## src/jsu_pkg.sv

```systemverilog
package jsu_pkg;

    // Input request: one source byte or the end-of-source mark
    typedef struct packed {
        logic [7:0] in_byte;
        logic       end_of_input;
    } in_item_t;

    // Result request: one decoded byte, a close mark or an error
    typedef struct packed {
        logic [7:0] out_byte;
        logic [1:0] kind;
        logic [2:0] error_code;
        logic       last;
    } out_item_t;

    // Result kinds
    localparam logic [1:0] KIND_DATA  = 2'd0;
    localparam logic [1:0] KIND_CLOSE = 2'd1;
    localparam logic [1:0] KIND_ERROR = 2'd2;

    // Error codes
    localparam logic [2:0] ERR_NONE     = 3'd0;
    localparam logic [2:0] ERR_CONTROL  = 3'd1;
    localparam logic [2:0] ERR_END_ESC  = 3'd2;
    localparam logic [2:0] ERR_BAD_ESC  = 3'd3;
    localparam logic [2:0] ERR_SHORT    = 3'd4;
    localparam logic [2:0] ERR_BAD_HEX  = 3'd5;
    localparam logic [2:0] ERR_BAD_PAIR = 3'd6;
    localparam logic [2:0] ERR_UNTERM   = 3'd7;

    // Decoder phases
    typedef enum logic [2:0] {
        PH_BODY,
        PH_ESC,
        PH_QUAD1,
        PH_WANT_BS,
        PH_WANT_U,
        PH_QUAD2,
        PH_WAIT
    } phase_t;

    // Work entry kinds passed from front to back
    typedef enum logic [1:0] {
        ENT_RAW,
        ENT_CP,
        ENT_CLOSE,
        ENT_ERROR
    } ent_kind_t;

    typedef struct packed {
        ent_kind_t   kind;
        logic [20:0] cp;
        logic [2:0]  err;
    } entry_t;

    localparam int QUEUE_DEPTH = 4;
    localparam int QUEUE_AW    = $clog2(QUEUE_DEPTH);

    // Number of UTF-8 bytes for a code point, minus one
    function automatic logic [1:0] utf8_len_m1(input logic [20:0] cp);
        logic [1:0] n;
        if (cp <= 21'h7F) begin
            n = 2'd0;
        end else if (cp <= 21'h7FF) begin
            n = 2'd1;
        end else if (cp <= 21'hFFFF) begin
            n = 2'd2;
        end else begin
            n = 2'd3;
        end
        return n;
    endfunction

    // Byte number idx of the UTF-8 form of cp
    function automatic logic [7:0] utf8_byte(input logic [20:0] cp, input logic [1:0] len_m1,
                                             input logic [1:0] idx);
        logic [7:0] b;
        b = 8'h00;
        case (len_m1)
            2'd0: b = cp[7:0];
            2'd1:
            begin
                if (idx == 2'd0) b = 8'hC0 | {3'b000, cp[10:6]};
                else             b = 8'h80 | {2'b00, cp[5:0]};
            end
            2'd2:
            begin
                case (idx)
                    2'd0:    b = 8'hE0 | {4'b0000, cp[15:12]};
                    2'd1:    b = 8'h80 | {2'b00, cp[11:6]};
                    default: b = 8'h80 | {2'b00, cp[5:0]};
                endcase
            end
            default:
            begin
                case (idx)
                    2'd0:    b = 8'hF0 | {5'b00000, cp[20:18]};
                    2'd1:    b = 8'h80 | {2'b00, cp[17:12]};
                    2'd2:    b = 8'h80 | {2'b00, cp[11:6]};
                    default: b = 8'h80 | {2'b00, cp[5:0]};
                endcase
            end
        endcase
        return b;
    endfunction

endpackage

```

## src/jsu_front.sv

```systemverilog
module jsu_front (
    input  logic               clk,
    input  logic               rst_n,
    input  logic               take,
    input  jsu_pkg::in_item_t  item,
    output logic               ent_valid,
    output jsu_pkg::entry_t    ent
);

    jsu_pkg::phase_t phase_reg, phase_next;
    logic [2:0]  hex_count_reg, hex_count_next;
    logic [15:0] hex_value_reg, hex_value_next;
    logic        hex_bad_reg, hex_bad_next;
    logic [9:0]  high_half_reg, high_half_next;

    logic [7:0]  b;
    logic [3:0]  nib;
    logic        digit_ok;
    logic [15:0] quad_value;
    logic        quad_bad;
    logic        quad_done;

    // Hold decoder state
    always_ff @(posedge clk or negedge rst_n)
    begin
        if (!rst_n)
        begin
            phase_reg     <= jsu_pkg::PH_BODY;
            hex_count_reg <= 3'd0;
            hex_value_reg <= 16'd0;
            hex_bad_reg   <= 1'b0;
            high_half_reg <= 10'd0;
        end
        else
        begin
            phase_reg     <= phase_next;
            hex_count_reg <= hex_count_next;
            hex_value_reg <= hex_value_next;
            hex_bad_reg   <= hex_bad_next;
            high_half_reg <= high_half_next;
        end
    end

    // Judge the incoming byte as a quad digit
    always_comb
    begin
        b        = item.in_byte;
        nib      = 4'd0;
        digit_ok = 1'b1;
        if (b >= 8'h30 && b <= 8'h39) begin
            nib = 4'(b - 8'h30);
        end else if (b >= 8'h61 && b <= 8'h66) begin
            nib = 4'(b - 8'h57);
        end else if (b >= 8'h41 && b <= 8'h46) begin
            nib = 4'(b - 8'h37);
        end else begin
            digit_ok = 1'b0;
        end
        quad_value = {hex_value_reg[11:0], nib};
        quad_bad   = hex_bad_reg | ~digit_ok;
        quad_done  = (hex_count_reg == 3'd3);
    end

    // Advance the phase and classify the request
    always_comb
    begin
        phase_next     = phase_reg;
        hex_count_next = hex_count_reg;
        hex_value_next = hex_value_reg;
        hex_bad_next   = hex_bad_reg;
        high_half_next = high_half_reg;
        ent_valid      = 1'b0;
        ent.kind       = jsu_pkg::ENT_RAW;
        ent.cp         = {13'd0, b};
        ent.err        = jsu_pkg::ERR_NONE;

        if (take)
        begin
            if (item.end_of_input)
            begin
                // Source ended: rearm for a new string, flag what was open
                phase_next     = jsu_pkg::PH_BODY;
                hex_count_next = 3'd0;
                hex_value_next = 16'd0;
                hex_bad_next   = 1'b0;
                high_half_next = 10'd0;
                ent.kind       = jsu_pkg::ENT_ERROR;
                ent.cp         = 21'd0;
                ent_valid      = 1'b1;
                case (phase_reg)
                    jsu_pkg::PH_BODY:    ent.err = jsu_pkg::ERR_UNTERM;
                    jsu_pkg::PH_ESC:     ent.err = jsu_pkg::ERR_END_ESC;
                    jsu_pkg::PH_QUAD1,
                    jsu_pkg::PH_QUAD2:   ent.err = jsu_pkg::ERR_SHORT;
                    jsu_pkg::PH_WANT_BS,
                    jsu_pkg::PH_WANT_U:  ent.err = jsu_pkg::ERR_BAD_PAIR;
                    default:             ent_valid = 1'b0;
                endcase
            end
            else
            begin
                case (phase_reg)
                    jsu_pkg::PH_BODY:
                    begin
                        if (b == 8'h22)
                        begin
                            phase_next = jsu_pkg::PH_WAIT;
                            ent.kind   = jsu_pkg::ENT_CLOSE;
                            ent.cp     = 21'd0;
                            ent_valid  = 1'b1;
                        end
                        else if (b < 8'h20)
                        begin
                            phase_next = jsu_pkg::PH_WAIT;
                            ent.kind   = jsu_pkg::ENT_ERROR;
                            ent.cp     = 21'd0;
                            ent.err    = jsu_pkg::ERR_CONTROL;
                            ent_valid  = 1'b1;
                        end
                        else if (b == 8'h5C)
                        begin
                            phase_next = jsu_pkg::PH_ESC;
                        end
                        else
                        begin
                            ent_valid = 1'b1;
                        end
                    end
                    jsu_pkg::PH_ESC:
                    begin
                        phase_next = jsu_pkg::PH_BODY;
                        ent_valid  = 1'b1;
                        case (b)
                            8'h22, 8'h5C, 8'h2F: ent.cp = {13'd0, b};
                            8'h62:               ent.cp = 21'h08;
                            8'h66:               ent.cp = 21'h0C;
                            8'h6E:               ent.cp = 21'h0A;
                            8'h72:               ent.cp = 21'h0D;
                            8'h74:               ent.cp = 21'h09;
                            8'h75:
                            begin
                                phase_next     = jsu_pkg::PH_QUAD1;
                                hex_count_next = 3'd0;
                                hex_value_next = 16'd0;
                                hex_bad_next   = 1'b0;
                                ent_valid      = 1'b0;
                            end
                            default:
                            begin
                                phase_next     = jsu_pkg::PH_WAIT;
                                high_half_next = 10'd0;
                                ent.kind       = jsu_pkg::ENT_ERROR;
                                ent.cp         = 21'd0;
                                ent.err        = jsu_pkg::ERR_BAD_ESC;
                            end
                        endcase
                    end
                    jsu_pkg::PH_QUAD1, jsu_pkg::PH_QUAD2:
                    begin
                        hex_count_next = hex_count_reg + 3'd1;
                        hex_value_next = quad_value;
                        hex_bad_next   = quad_bad;
                        if (quad_done)
                        begin
                            // Fourth digit: judge the quad
                            hex_count_next = 3'd0;
                            hex_value_next = 16'd0;
                            hex_bad_next   = 1'b0;
                            ent_valid      = 1'b1;
                            ent.kind       = jsu_pkg::ENT_ERROR;
                            ent.cp         = 21'd0;
                            if (quad_bad)
                            begin
                                phase_next     = jsu_pkg::PH_WAIT;
                                high_half_next = 10'd0;
                                ent.err        = jsu_pkg::ERR_BAD_HEX;
                            end
                            else if (phase_reg == jsu_pkg::PH_QUAD1)
                            begin
                                if (quad_value < 16'hD800 || quad_value > 16'hDFFF)
                                begin
                                    phase_next = jsu_pkg::PH_BODY;
                                    ent.kind   = jsu_pkg::ENT_CP;
                                    ent.cp     = {5'd0, quad_value};
                                end
                                else if (quad_value > 16'hDBFF)
                                begin
                                    phase_next     = jsu_pkg::PH_WAIT;
                                    high_half_next = 10'd0;
                                    ent.err        = jsu_pkg::ERR_BAD_PAIR;
                                end
                                else
                                begin
                                    phase_next     = jsu_pkg::PH_WANT_BS;
                                    high_half_next = quad_value[9:0];
                                    ent_valid      = 1'b0;
                                end
                            end
                            else
                            begin
                                high_half_next = 10'd0;
                                if (quad_value < 16'hDC00 || quad_value > 16'hDFFF)
                                begin
                                    phase_next = jsu_pkg::PH_WAIT;
                                    ent.err    = jsu_pkg::ERR_BAD_PAIR;
                                end
                                else
                                begin
                                    // Join the surrogate halves
                                    phase_next = jsu_pkg::PH_BODY;
                                    ent.kind   = jsu_pkg::ENT_CP;
                                    ent.cp     = {1'b0, high_half_reg, quad_value[9:0]}
                                                 + 21'h10000;
                                end
                            end
                        end
                    end
                    jsu_pkg::PH_WANT_BS, jsu_pkg::PH_WANT_U:
                    begin
                        if ((phase_reg == jsu_pkg::PH_WANT_BS && b == 8'h5C) ||
                            (phase_reg == jsu_pkg::PH_WANT_U && b == 8'h75))
                        begin
                            phase_next     = (phase_reg == jsu_pkg::PH_WANT_BS) ?
                                             jsu_pkg::PH_WANT_U : jsu_pkg::PH_QUAD2;
                            hex_count_next = 3'd0;
                            hex_value_next = 16'd0;
                            hex_bad_next   = 1'b0;
                        end
                        else
                        begin
                            phase_next     = jsu_pkg::PH_WAIT;
                            hex_count_next = 3'd0;
                            hex_value_next = 16'd0;
                            hex_bad_next   = 1'b0;
                            high_half_next = 10'd0;
                            ent.kind       = jsu_pkg::ENT_ERROR;
                            ent.cp         = 21'd0;
                            ent.err        = jsu_pkg::ERR_BAD_PAIR;
                            ent_valid      = 1'b1;
                        end
                    end
                    default:
                    begin
                        phase_next = jsu_pkg::PH_WAIT;
                    end
                endcase
            end
        end
    end

endmodule

```

## src/jsu_queue.sv

```systemverilog
module jsu_queue (
    input  logic             clk,
    input  logic             rst_n,
    input  logic             wr_en,
    input  jsu_pkg::entry_t  wr_data,
    output logic             q_full,
    input  logic             rd_en,
    output jsu_pkg::entry_t  rd_data,
    output logic             q_empty
);

    jsu_pkg::entry_t slot_reg [jsu_pkg::QUEUE_DEPTH];
    logic [jsu_pkg::QUEUE_AW-1:0] wr_ptr_reg, wr_ptr_next;
    logic [jsu_pkg::QUEUE_AW-1:0] rd_ptr_reg, rd_ptr_next;
    logic [jsu_pkg::QUEUE_AW:0]   count_reg, count_next;
    logic do_wr, do_rd;

    // Qualify requests against fill level
    always_comb
    begin
        q_full      = (count_reg == (jsu_pkg::QUEUE_AW+1)'(jsu_pkg::QUEUE_DEPTH));
        q_empty     = (count_reg == '0);
        do_wr       = wr_en & ~q_full;
        do_rd       = rd_en & ~q_empty;
        wr_ptr_next = wr_ptr_reg + (jsu_pkg::QUEUE_AW)'(do_wr);
        rd_ptr_next = rd_ptr_reg + (jsu_pkg::QUEUE_AW)'(do_rd);
        count_next  = count_reg + (jsu_pkg::QUEUE_AW+1)'(do_wr)
                                - (jsu_pkg::QUEUE_AW+1)'(do_rd);
        rd_data     = slot_reg[rd_ptr_reg];
    end

    // Advance pointers and count
    always_ff @(posedge clk or negedge rst_n)
    begin
        if (!rst_n)
        begin
            wr_ptr_reg <= '0;
            rd_ptr_reg <= '0;
            count_reg  <= '0;
        end
        else
        begin
            wr_ptr_reg <= wr_ptr_next;
            rd_ptr_reg <= rd_ptr_next;
            count_reg  <= count_next;
        end
    end

    // Store entries
    always_ff @(posedge clk)
    begin
        if (do_wr)
        begin
            slot_reg[wr_ptr_reg] <= wr_data;
        end
    end

endmodule

```

## src/jsu_back.sv

```systemverilog
module jsu_back (
    input  logic                clk,
    input  logic                rst_n,
    input  jsu_pkg::entry_t     head,
    input  logic                head_empty,
    output logic                head_pop,
    output jsu_pkg::out_item_t  result,
    output logic                empty,
    input  logic                pop
);

    jsu_pkg::out_item_t out_reg, out_next;
    logic       out_valid_reg, out_valid_next;
    logic [1:0] idx_reg, idx_next;
    logic [1:0] len_m1;
    logic       advance;
    logic       is_last;

    // Expand the head entry into one result byte per cycle while the output register is free or popped
    always_comb
    begin
        advance        = ~out_valid_reg | pop;
        out_valid_next = out_valid_reg & ~pop;
        out_next       = out_reg;
        idx_next       = idx_reg;
        head_pop       = 1'b0;
        len_m1         = (head.kind == jsu_pkg::ENT_CP) ? jsu_pkg::utf8_len_m1(head.cp) : 2'd0;
        is_last        = (idx_reg == len_m1);

        if (advance && !head_empty)
        begin
            out_valid_next      = 1'b1;
            out_next.last       = is_last;
            out_next.error_code = jsu_pkg::ERR_NONE;
            out_next.kind       = jsu_pkg::KIND_DATA;
            out_next.out_byte   = 8'h00;
            case (head.kind)
                jsu_pkg::ENT_RAW:   out_next.out_byte = head.cp[7:0];
                jsu_pkg::ENT_CP:    out_next.out_byte = jsu_pkg::utf8_byte(head.cp, len_m1,
                                                                           idx_reg);
                jsu_pkg::ENT_CLOSE: out_next.kind = jsu_pkg::KIND_CLOSE;
                default:
                begin
                    out_next.kind       = jsu_pkg::KIND_ERROR;
                    out_next.error_code = head.err;
                end
            endcase
            if (is_last)
            begin
                head_pop = 1'b1;
                idx_next = 2'd0;
            end
            else
            begin
                idx_next = idx_reg + 2'd1;
            end
        end
        empty = ~out_valid_reg;
        result = out_reg;
    end

    // Hold the output register and byte index
    always_ff @(posedge clk or negedge rst_n)
    begin
        if (!rst_n)
        begin
            out_valid_reg <= 1'b0;
            idx_reg       <= 2'd0;
        end
        else
        begin
            out_valid_reg <= out_valid_next;
            idx_reg       <= idx_next;
        end
    end

    always_ff @(posedge clk)
    begin
        out_reg <= out_next;
    end

endmodule

```

## src/json_string_unescape_utf8.sv

```systemverilog
// JSON string body unescaper with UTF-8 output.
// Input channel: drive item (in_byte, end_of_input) with push; a request is
// taken at a rising edge with push high and full low. Feed the bytes after
// the opening quote; end_of_input marks the end of the source.
// Result channel: while empty is low, result holds the oldest waiting byte,
// close mark or error; it is taken at an edge with pop high.
// With nothing older waiting, the decoder writes an item's first entry into the
// work queue at the edge that takes the item, and the output register loads the
// first result at the next one.
// Throughput: one item per cycle while full is low, as long as each item yields
// at most one result; a \uXXXX escape that becomes 2 or 3 UTF-8 bytes, or a
// surrogate pair that becomes 4, occupies the output side longer, held by the
// byte expander's single output register. The four-entry work queue between
// decoder and expander absorbs this, and full rises only once it fills.
// Reset clears decoder state, the queue and the output valid flag; the block
// then waits for a fresh string body. If the receiver stalls, the output
// register holds, the queue fills and full goes high until pop resumes.
module json_string_unescape_utf8 (
    input  logic                clk,
    input  logic                rst_n,
    input  logic                push,
    output logic                full,
    input  jsu_pkg::in_item_t   item,
    output logic                empty,
    input  logic                pop,
    output jsu_pkg::out_item_t  result
);

    logic            take;
    logic            ent_valid;
    jsu_pkg::entry_t ent;
    jsu_pkg::entry_t head;
    logic            head_empty;
    logic            head_pop;

    assign take = push & ~full;

    jsu_front u_front (
        .clk       (clk),
        .rst_n     (rst_n),
        .take      (take),
        .item      (item),
        .ent_valid (ent_valid),
        .ent       (ent)
    );

    jsu_queue u_queue (
        .clk     (clk),
        .rst_n   (rst_n),
        .wr_en   (ent_valid),
        .wr_data (ent),
        .q_full  (full),
        .rd_en   (head_pop),
        .rd_data (head),
        .q_empty (head_empty)
    );

    jsu_back u_back (
        .clk        (clk),
        .rst_n      (rst_n),
        .head       (head),
        .head_empty (head_empty),
        .head_pop   (head_pop),
        .result     (result),
        .empty      (empty),
        .pop        (pop)
    );

endmodule

```

## config.mk

```make
export PLATFORM = sky130hd
export DESIGN_NAME = json_string_unescape_utf8
export DESIGN_NICKNAME = d
export VERILOG_FILES = /design/src/jsu_pkg.sv /design/src/jsu_front.sv /design/src/jsu_queue.sv /design/src/jsu_back.sv /design/src/json_string_unescape_utf8.sv
export SDC_FILE = /design/constraint.sdc
export NUM_CORES = 1
export LEC_CHECK = 0
export BUFFER_PORTS_ARGS = -buffer_cell sky130_fd_sc_hd__buf_2
export CORE_MARGIN = 2
export CORE_UTILIZATION = 50
export DETAILED_ROUTE_END_ITERATION = 8
export GPL_ROUTABILITY_DRIVEN = 0
export PLACE_DENSITY = 0.63
export SLEW_MARGIN = 20
export SYNTH_ARGS = -nofsm -noshare
export SYNTH_HDL_FRONTEND = slang
export SYNTH_SLANG_ARGS = --single-unit
```

## constraint.sdc

```tcl
create_clock -name clk -period 5 [get_ports clk]
set_clock_uncertainty 0.1 [all_clocks]
set_input_delay 0.5 -clock clk [delete_from_list [all_inputs] [get_ports clk]]
set_output_delay 0.5 -clock clk [all_outputs]
set_load 0.02 [all_outputs]
```

# Word-level counts from Yosys, hierarchy flattened

Memories as Yosys holds them, arrays and structs flattened.
Index checks and enable logic that the tools add are counted.

Add/sub/neg operators: 10
Magnitude comparators: 14
Reduce and logical (&&, ||, !) cells: 27
Equal/unequal tests: 29
Bitwise gates (word level): 11
Mux-type cells: 90

Operators by type and width:

| operator               | count |
|---|---|
| $mux 26                | 6 |
| $pmux 26 s4            | 1 |
| $mux 23                | 4 |
| $mux 10                | 8 |
| $eq 8x7->1 const B     | 7 |
| $mux 3                 | 18 |
| $pmux 8 s6             | 1 |
| $mux 12                | 3 |
| $pmux 12 s3            | 1 |
| $gt 16x16->1 const B   | 2 |
| $lt 16x16->1 const B   | 2 |
| $pmux 10 s3            | 1 |
| $mux 1                 | 26 |
| $pmux 3 s4             | 2 |
| $pmux 8 s3             | 1 |
| $add 20x17->21 const B | 1 |
| $le 21x11->1 const B   | 1 |
| $le 21x16->1 const B   | 1 |
| $le 21x7->1 const B    | 1 |
| $pmux 7 s3             | 1 |
| $eq 8x6->1 const B     | 2 |
| $ge 8x7->1 const B     | 2 |
| $le 8x7->1 const B     | 2 |
| $pmux 8 s2             | 1 |
| other kinds (46)       | 86 |

RAM bits: 104
Bits in registers: 53
Input port bits: 13
Word-level logic and storage cells: 196
Memories: 1
Output and inout port bits: 16

Memory list:

| name             | words | width | rd ports | clocked after memory_dff | wr ports | RTL line        | text |
|---|---|---|---|---|---|---|---|
| u_queue.slot_reg | 4     | 26    | 1        | 0                        | 1        | jsu_queue.sv:12 | `jsu_pkg::entry_t slot_reg [jsu_pkg::QUEUE_DEPTH];` |

# Longest topological paths before layout

Word-level depth: 17
Gate-level depth with buffers: 16
Gate-level depth less buffers: 13

# Hierarchy

From an unflattened synthesis, not the netlist that was laid out.

Cells, all modules: 644
Area, all modules: 8,192.9 µm²

By module, submodules not included:

| module                    | cells an instance | times used | area each (µm²) | sequential area each (µm²) |
|---|---|---|---|---|
| jsu_queue                 | 167               | 1          | 4,194.0         | 3,298.2 |
| jsu_front                 | 327               | 1          | 2,632.5         | 725.7 |
| jsu_back                  | 149               | 1          | 1,352.5         | 495.5 |
| json_string_unescape_utf8 | 1                 | 1          | 13.8            | 0.0 |

# Least setup slack after synthesis

Ideal clock, no wire load.

Path type: register -> register
Start point: register u_front.phase_reg[0]
End point: memory u_queue.slot_reg[1][0] (netlist name), enable pin
Stages on the path, launching flop included: 10
Path buffers: 3
Period minus slack after synthesis: 4.308 ns
Data required time: 4.453 ns
Path slack: 0.692 ns
Setup time: 0.447 ns
Data arrival time: 3.761 ns
Cells stage by stage: dfrtp_1 > buf_2 > or3b_1 > clkbuf_1 > and2_0 > clkbuf_1 > nor2_1 > a211o_1 > o21ai_2 > nor3b_1

Word-level cells in the longest chain between the ends: 10
Elaborated cells between the ends (all ways): 23
Classes of those cells: eq/ne: 5; mux: 10; bitwise: 1; reduce/logical: 7

RTL lines:

| item                                       | RTL line                                            | text |
|---|---|---|
| start, declared                            | jsu_front.sv:10                                     | `jsu_pkg::phase_t phase_reg, phase_next;` |
| start signal, assigned                     | jsu_front.sv:28                                     | `phase_reg <= jsu_pkg::PH_BODY;` |
| start signal, assigned                     | jsu_front.sv:36                                     | `phase_reg <= phase_next;` |
| $eq 3x2->1 (tied with other cells)         | jsu_front.sv:90, jsu_front.sv:102, jsu_front.sv:178 |  |
| $mux 1 (tied with other cells)             | jsu_front.sv:178                                    | `else if (phase_reg == jsu_pkg::PH_QUAD1)` |
| $mux 1 or $logic_or 1x1->1 (tied branches) | jsu_front.sv:172, jsu_front.sv:220                  |  |
| $mux 1, on equally long branches           | jsu_front.sv:163, jsu_front.sv:220                  |  |
| $pmux 1 s4                                 | jsu_front.sv:102                                    | `case (phase_reg)` |
| $mux 1 (*)                                 | jsu_front.sv:79                                     | `if (item.end_of_input)` |
| $mux 1 (*)                                 | jsu_front.sv:77                                     | `if (take)` |
| $and 1x1->1 (*)                            | jsu_queue.sv:23                                     | `do_wr = wr_en & ~q_full;` |
| $mux 1 (*)                                 | jsu_queue.sv:52                                     | `if (do_wr)` |
| $mux 1 (implied by the code) (*)           | jsu_queue.sv:54                                     | `slot_reg[wr_ptr_reg] <= wr_data;` |
| end, declared                              | jsu_queue.sv:12                                     |  |

Every way passes the cells marked *; elsewhere a longest branch is shown, timed or not.

# Worst setup path after layout

Start point: register u_queue.rd_ptr_reg[0] (netlist name)
End point: register u_queue.count_reg[2] (netlist name)

Word-level cells in the longest chain between the ends: 11
Elaborated cells between the ends (all ways): 14
Classes of those cells: add/sub: 1; order compare: 3; eq/ne: 2; mux: 6; bitwise: 1; memory: 1

RTL lines:

| item                                  | RTL line        | text |
|---|---|---|
| start, declared                       | jsu_queue.sv:14 | `logic [jsu_pkg::QUEUE_AW-1:0] rd_ptr_reg, rd_ptr_next;` |
| start signal, assigned                | jsu_queue.sv:44 | `rd_ptr_reg <= rd_ptr_next;` |
| $mem_v2 4x26 (*)                      | n/a             |  |
| $le 21x16->1                          | jsu_pkg.sv:67   | `end else if (cp <= 21'hFFFF) begin` |
| $mux 1                                | jsu_pkg.sv:67   |  |
| $mux 2                                | jsu_pkg.sv:65   | `end else if (cp <= 21'h7FF) begin` |
| $mux 2                                | jsu_pkg.sv:63   | `if (cp <= 21'h7F) begin` |
| $mux 2 (*)                            | jsu_back.sv:27  | `len_m1 = (head.kind == jsu_pkg::ENT_CP) ? jsu_pkg::utf8_len_m1(head.cp) : 2'd0;` |
| $eq 2x2->1 (*)                        | jsu_back.sv:28  | `is_last = (idx_reg == len_m1);` |
| named net u_back.is_last              | jsu_back.sv:17  | `logic is_last;` |
| $mux 1 (*)                            | jsu_back.sv:48  | `if (is_last)` |
| $mux 1 (*)                            | jsu_back.sv:30  | `if (advance && !head_empty)` |
| $and 1x1->1 (*)                       | jsu_queue.sv:24 | `do_rd = rd_en & ~q_empty;` |
| $sub 3x1->3 (*)                       | jsu_queue.sv:28 | `- (jsu_pkg::QUEUE_AW+1)'(do_rd);` |
| named net u_queue.count_next, one bit | jsu_queue.sv:15 | `logic [jsu_pkg::QUEUE_AW:0] count_reg, count_next;` |
| end signal, assigned                  | jsu_queue.sv:45 | `count_reg <= count_next;` |
| end, declared                         | jsu_queue.sv:15 |  |

The timed path passes the listed nets; every way through them passes the cells marked *.
A chain may end at the register's enable or synchronous reset.

==> impl_metrics.json <==
{
  "outcome": "finished clean",
  "ys_ff_latch": 157,
  "rsz0062_at_grt": "no",
  "core_area_mm2": 0.0158,
  "grt_usage_pct": 22.2,
  "drv_slew": 0,
  "met2_usage_pct": 35.7,
  "yosys-top-cells-count": "edfxtp_1, nand2_1, dfrtp_1",
  "synth-seq-area-share_pct": 56.5,
  "via_per_inst": 6.29,
  "worstSetupPathType": "reg2reg",
  "r2r_end": "u_queue.count_reg[2]",
  "clock.fmax_mhz": 238,
  "cp_max_fo": 22,
  "r2r_slack_ps": 800,
  "max-slew-margin-rel_pct": 35.1,
  "critPathSlowestCell": "mux4_2",
  "synth_ff_type": "edfxtp_1",
  "cts_root_buf": "clkbuf_16",
  "use_met1_pct": 30.2,
  "syn_to_final_growth_pct": 11.1,
  "first_global_vias": 5243,
  "fin_util_pct": 56.4,
  "p_per_area_mw_per_mm2": 587,
  "hpwlAfterDp_um": 12500,
  "cts_hold_buf": 0,
  "fillers": 1326,
  "post_cts_resized": 0,
  "cts_setup_buffers": 0,
  "cp_cell_sequence": "buf_12, mux4_2, or4_1, nor4b_1, o211ai_1, nand3b_1, and2_1, ha_1, inv_1, ha_1, fa_1, xnor2_1, xnor2_1",
  "syn_nets": 681,
  "layout.cells.non_filler": 889,
  "pre_cts_ws_ps": 790,
  "synth_area_leaders": "edfxtp_1, dfrtp_1, mux4_2",
  "setup_viol": 0,
  "hold_viol_final": 0,
  "largest_register_ffs": 104,
  "insertion_delay_ps": 420,
  "worst_pin_slew_ps": 966,
  "yosysTopAreaCellShare_pct": 44.3,
  "critical_path_required_ps": 5240,
  "period_needed_ps": 4200,
  "io_buffer_count": 28,
  "grt_max_degree": 40,
  "htreeDepth": 4,
  "cts_tree": "done",
  "drv_cap": 0,
  "diodes": 0,
  "die-area_mm2": 0.0170,
  "post-route-period-util_pct": 84.1,
  "hp-class": "in2async",
  "r2r_start": "u_queue.rd_ptr_reg[0]",
  "drtIter0Drc": 539,
  "clk_path_buf_depth": 2,
  "worst_slack_ps": 796,
  "io_pins": 29,
  "cts.sinks": 157,
  "firstDrtPassIters": 5,
  "drtAntennaViolNets": 0,
  "syn_area_mm2": 0.00800,
  "clkTransAtPathRegs_ps": 60,
  "setup.worst_path.start_class": "flip-flop",
  "ys_types": 80,
  "dr_total_vias": 5588,
  "drt-total-wl_um": 18000,
  "grt_overflow_total": 0,
  "fin_setup_tns_ps": 0,
  "postSynthAreaPerCell_um2": 12.4,
  "yosysMostFrequentCell": "edfxtp_1",
  "cp.arrival_ps": 4440,
  "drive_gt1_share_pct": 16.0,
  "yosysTopAreaCell": "edfxtp_1",
  "synth_edf_count": 118,
  "grt_most_used_layer": "met2",
  "grt_pass1_wl_um": 28400,
  "die_y_um": 131,
  "drc": 0,
  "initial_core_util_pct": 50.7,
  "rr_worst_depth": 13,
  "cts_made_buffers": 17,
  "max_stage_delay_ps": 600,
  "num_rows": 46,
  "p_leak_nw": 3.20,
  "fin_nets": 694,
  "die_w_um": 131,
  "yosysWarnings": 0,
  "endpoint_kind": "flip-flop",
  "syn-instance-count": 647,
  "grtUsageMet3_pct": 4.64,
  "wl_per_cell_um": 20.3,
  "total_power_w": 0.00522,
  "dp_cells": 857,
  "synth-async-reset-ratio_pct": 24.8,
  "ir_drop_v": 0.000211,
  "antenna_found_initial": 0
}
## cell families (layout without fill, tap and decap cells)
family	Yosys count	in the layout	synth area share, %
and+or+nand+nor	194	194	13.1
AOI/OAI and AO/OA	172	172	15.4
DFF	157	157	56.5
buffers and inverters	68	94	3.36
muxes	27	27	7.44
adders and majority gates	21	21	3.38
xor gates and xnor gates	8	8	0.876
## how the worst max path moves through the flow
stage,start,to,depth (start not counted)
finish,u_queue.rd_ptr_reg[0],u_queue.count_reg[2],13
CTS,u_queue.rd_ptr_reg[0],u_queue.count_reg[2],13
detailed placement,u_queue.rd_ptr_reg[0],u_queue.count_reg[2],13
floorplan,u_front.phase_reg[0],u_queue.slot_reg[1][0],9
global route,u_queue.rd_ptr_reg[0],u_queue.count_reg[2],13
global placement,u_queue.rd_ptr_reg[0],u_queue.count_reg[2],13
## metrics by stage
stage | instance area (um^2) | hold slack, ps
floorplan | 8000 | 104
global route | 8890 | 148
global placement | 8330 | 379
detailed placement | 8330 | 397
CTS | 8880 | 134
finish | 8890 | 127
## power breakdown
part           internal [W]  leakage (nW)  switching (W)
Clock              0.000681         0.259       0.000498
Sequential          0.00179          1.63       0.000188
Combinational      0.000818          1.31        0.00124
Total               0.00329          3.20        0.00193
## cell type report
cell class                      count  area [um^2]  share of cell area (%)
Inverter                           27          101                    1.14
Multi-Input combinational cell    422         3240                    36.5
Tap cell                          216          270                    3.04
Timing Repair Buffer               35          205                    2.31
Clock buffer                       18          429                    4.83
Sequential cell                   157         4520                    50.8
Clock inverter                     14          119                    1.34
## worst max-delay path: cells and delay by family, from the launching register on
| kind | cells | cell delay, ps |
|---|---|---|
| and+or+nand+nor | 4 | 1140 |
| adders and majority gates | 3 | 890 |
| muxes | 1 | 600 |
| DFF | 1 | 590 |
| xor gates and xnor gates | 2 | 320 |
| buffers and inverters | 2 | 310 |
| AOI/OAI and AO/OA | 1 | 180 |
## routing by layer
layer	vias to the layer above	part of all wire [%]
li1	2551	-
met3	38	5.8
met4	0	1.9
met5	-	0
met1	2759	44
met2	240	48
## placed cells by master, fill, tap and decap left out, types with 6 or more instances in the layout
cell type,count
buf_2,28
nand2b_1,7
a21oi_1,21
buf_4,6
nand3_1,15
ha_1,20
mux4_2,26
o21ai_1,12
o211ai_1,6
or3_1,6
o31ai_1,7
or4_1,6
and3_1,6
inv_1,26
a22oi_1,10
edfxtp_1,118
dfrtp_1,39
nor2_1,35
clkbuf_16,17
o21ai_0,24
nand2_1,51
a31oi_1,10
nor2b_1,9
a22o_1,20
nor3_1,16
Note: power is estimated with default switching activity, not from simulation.
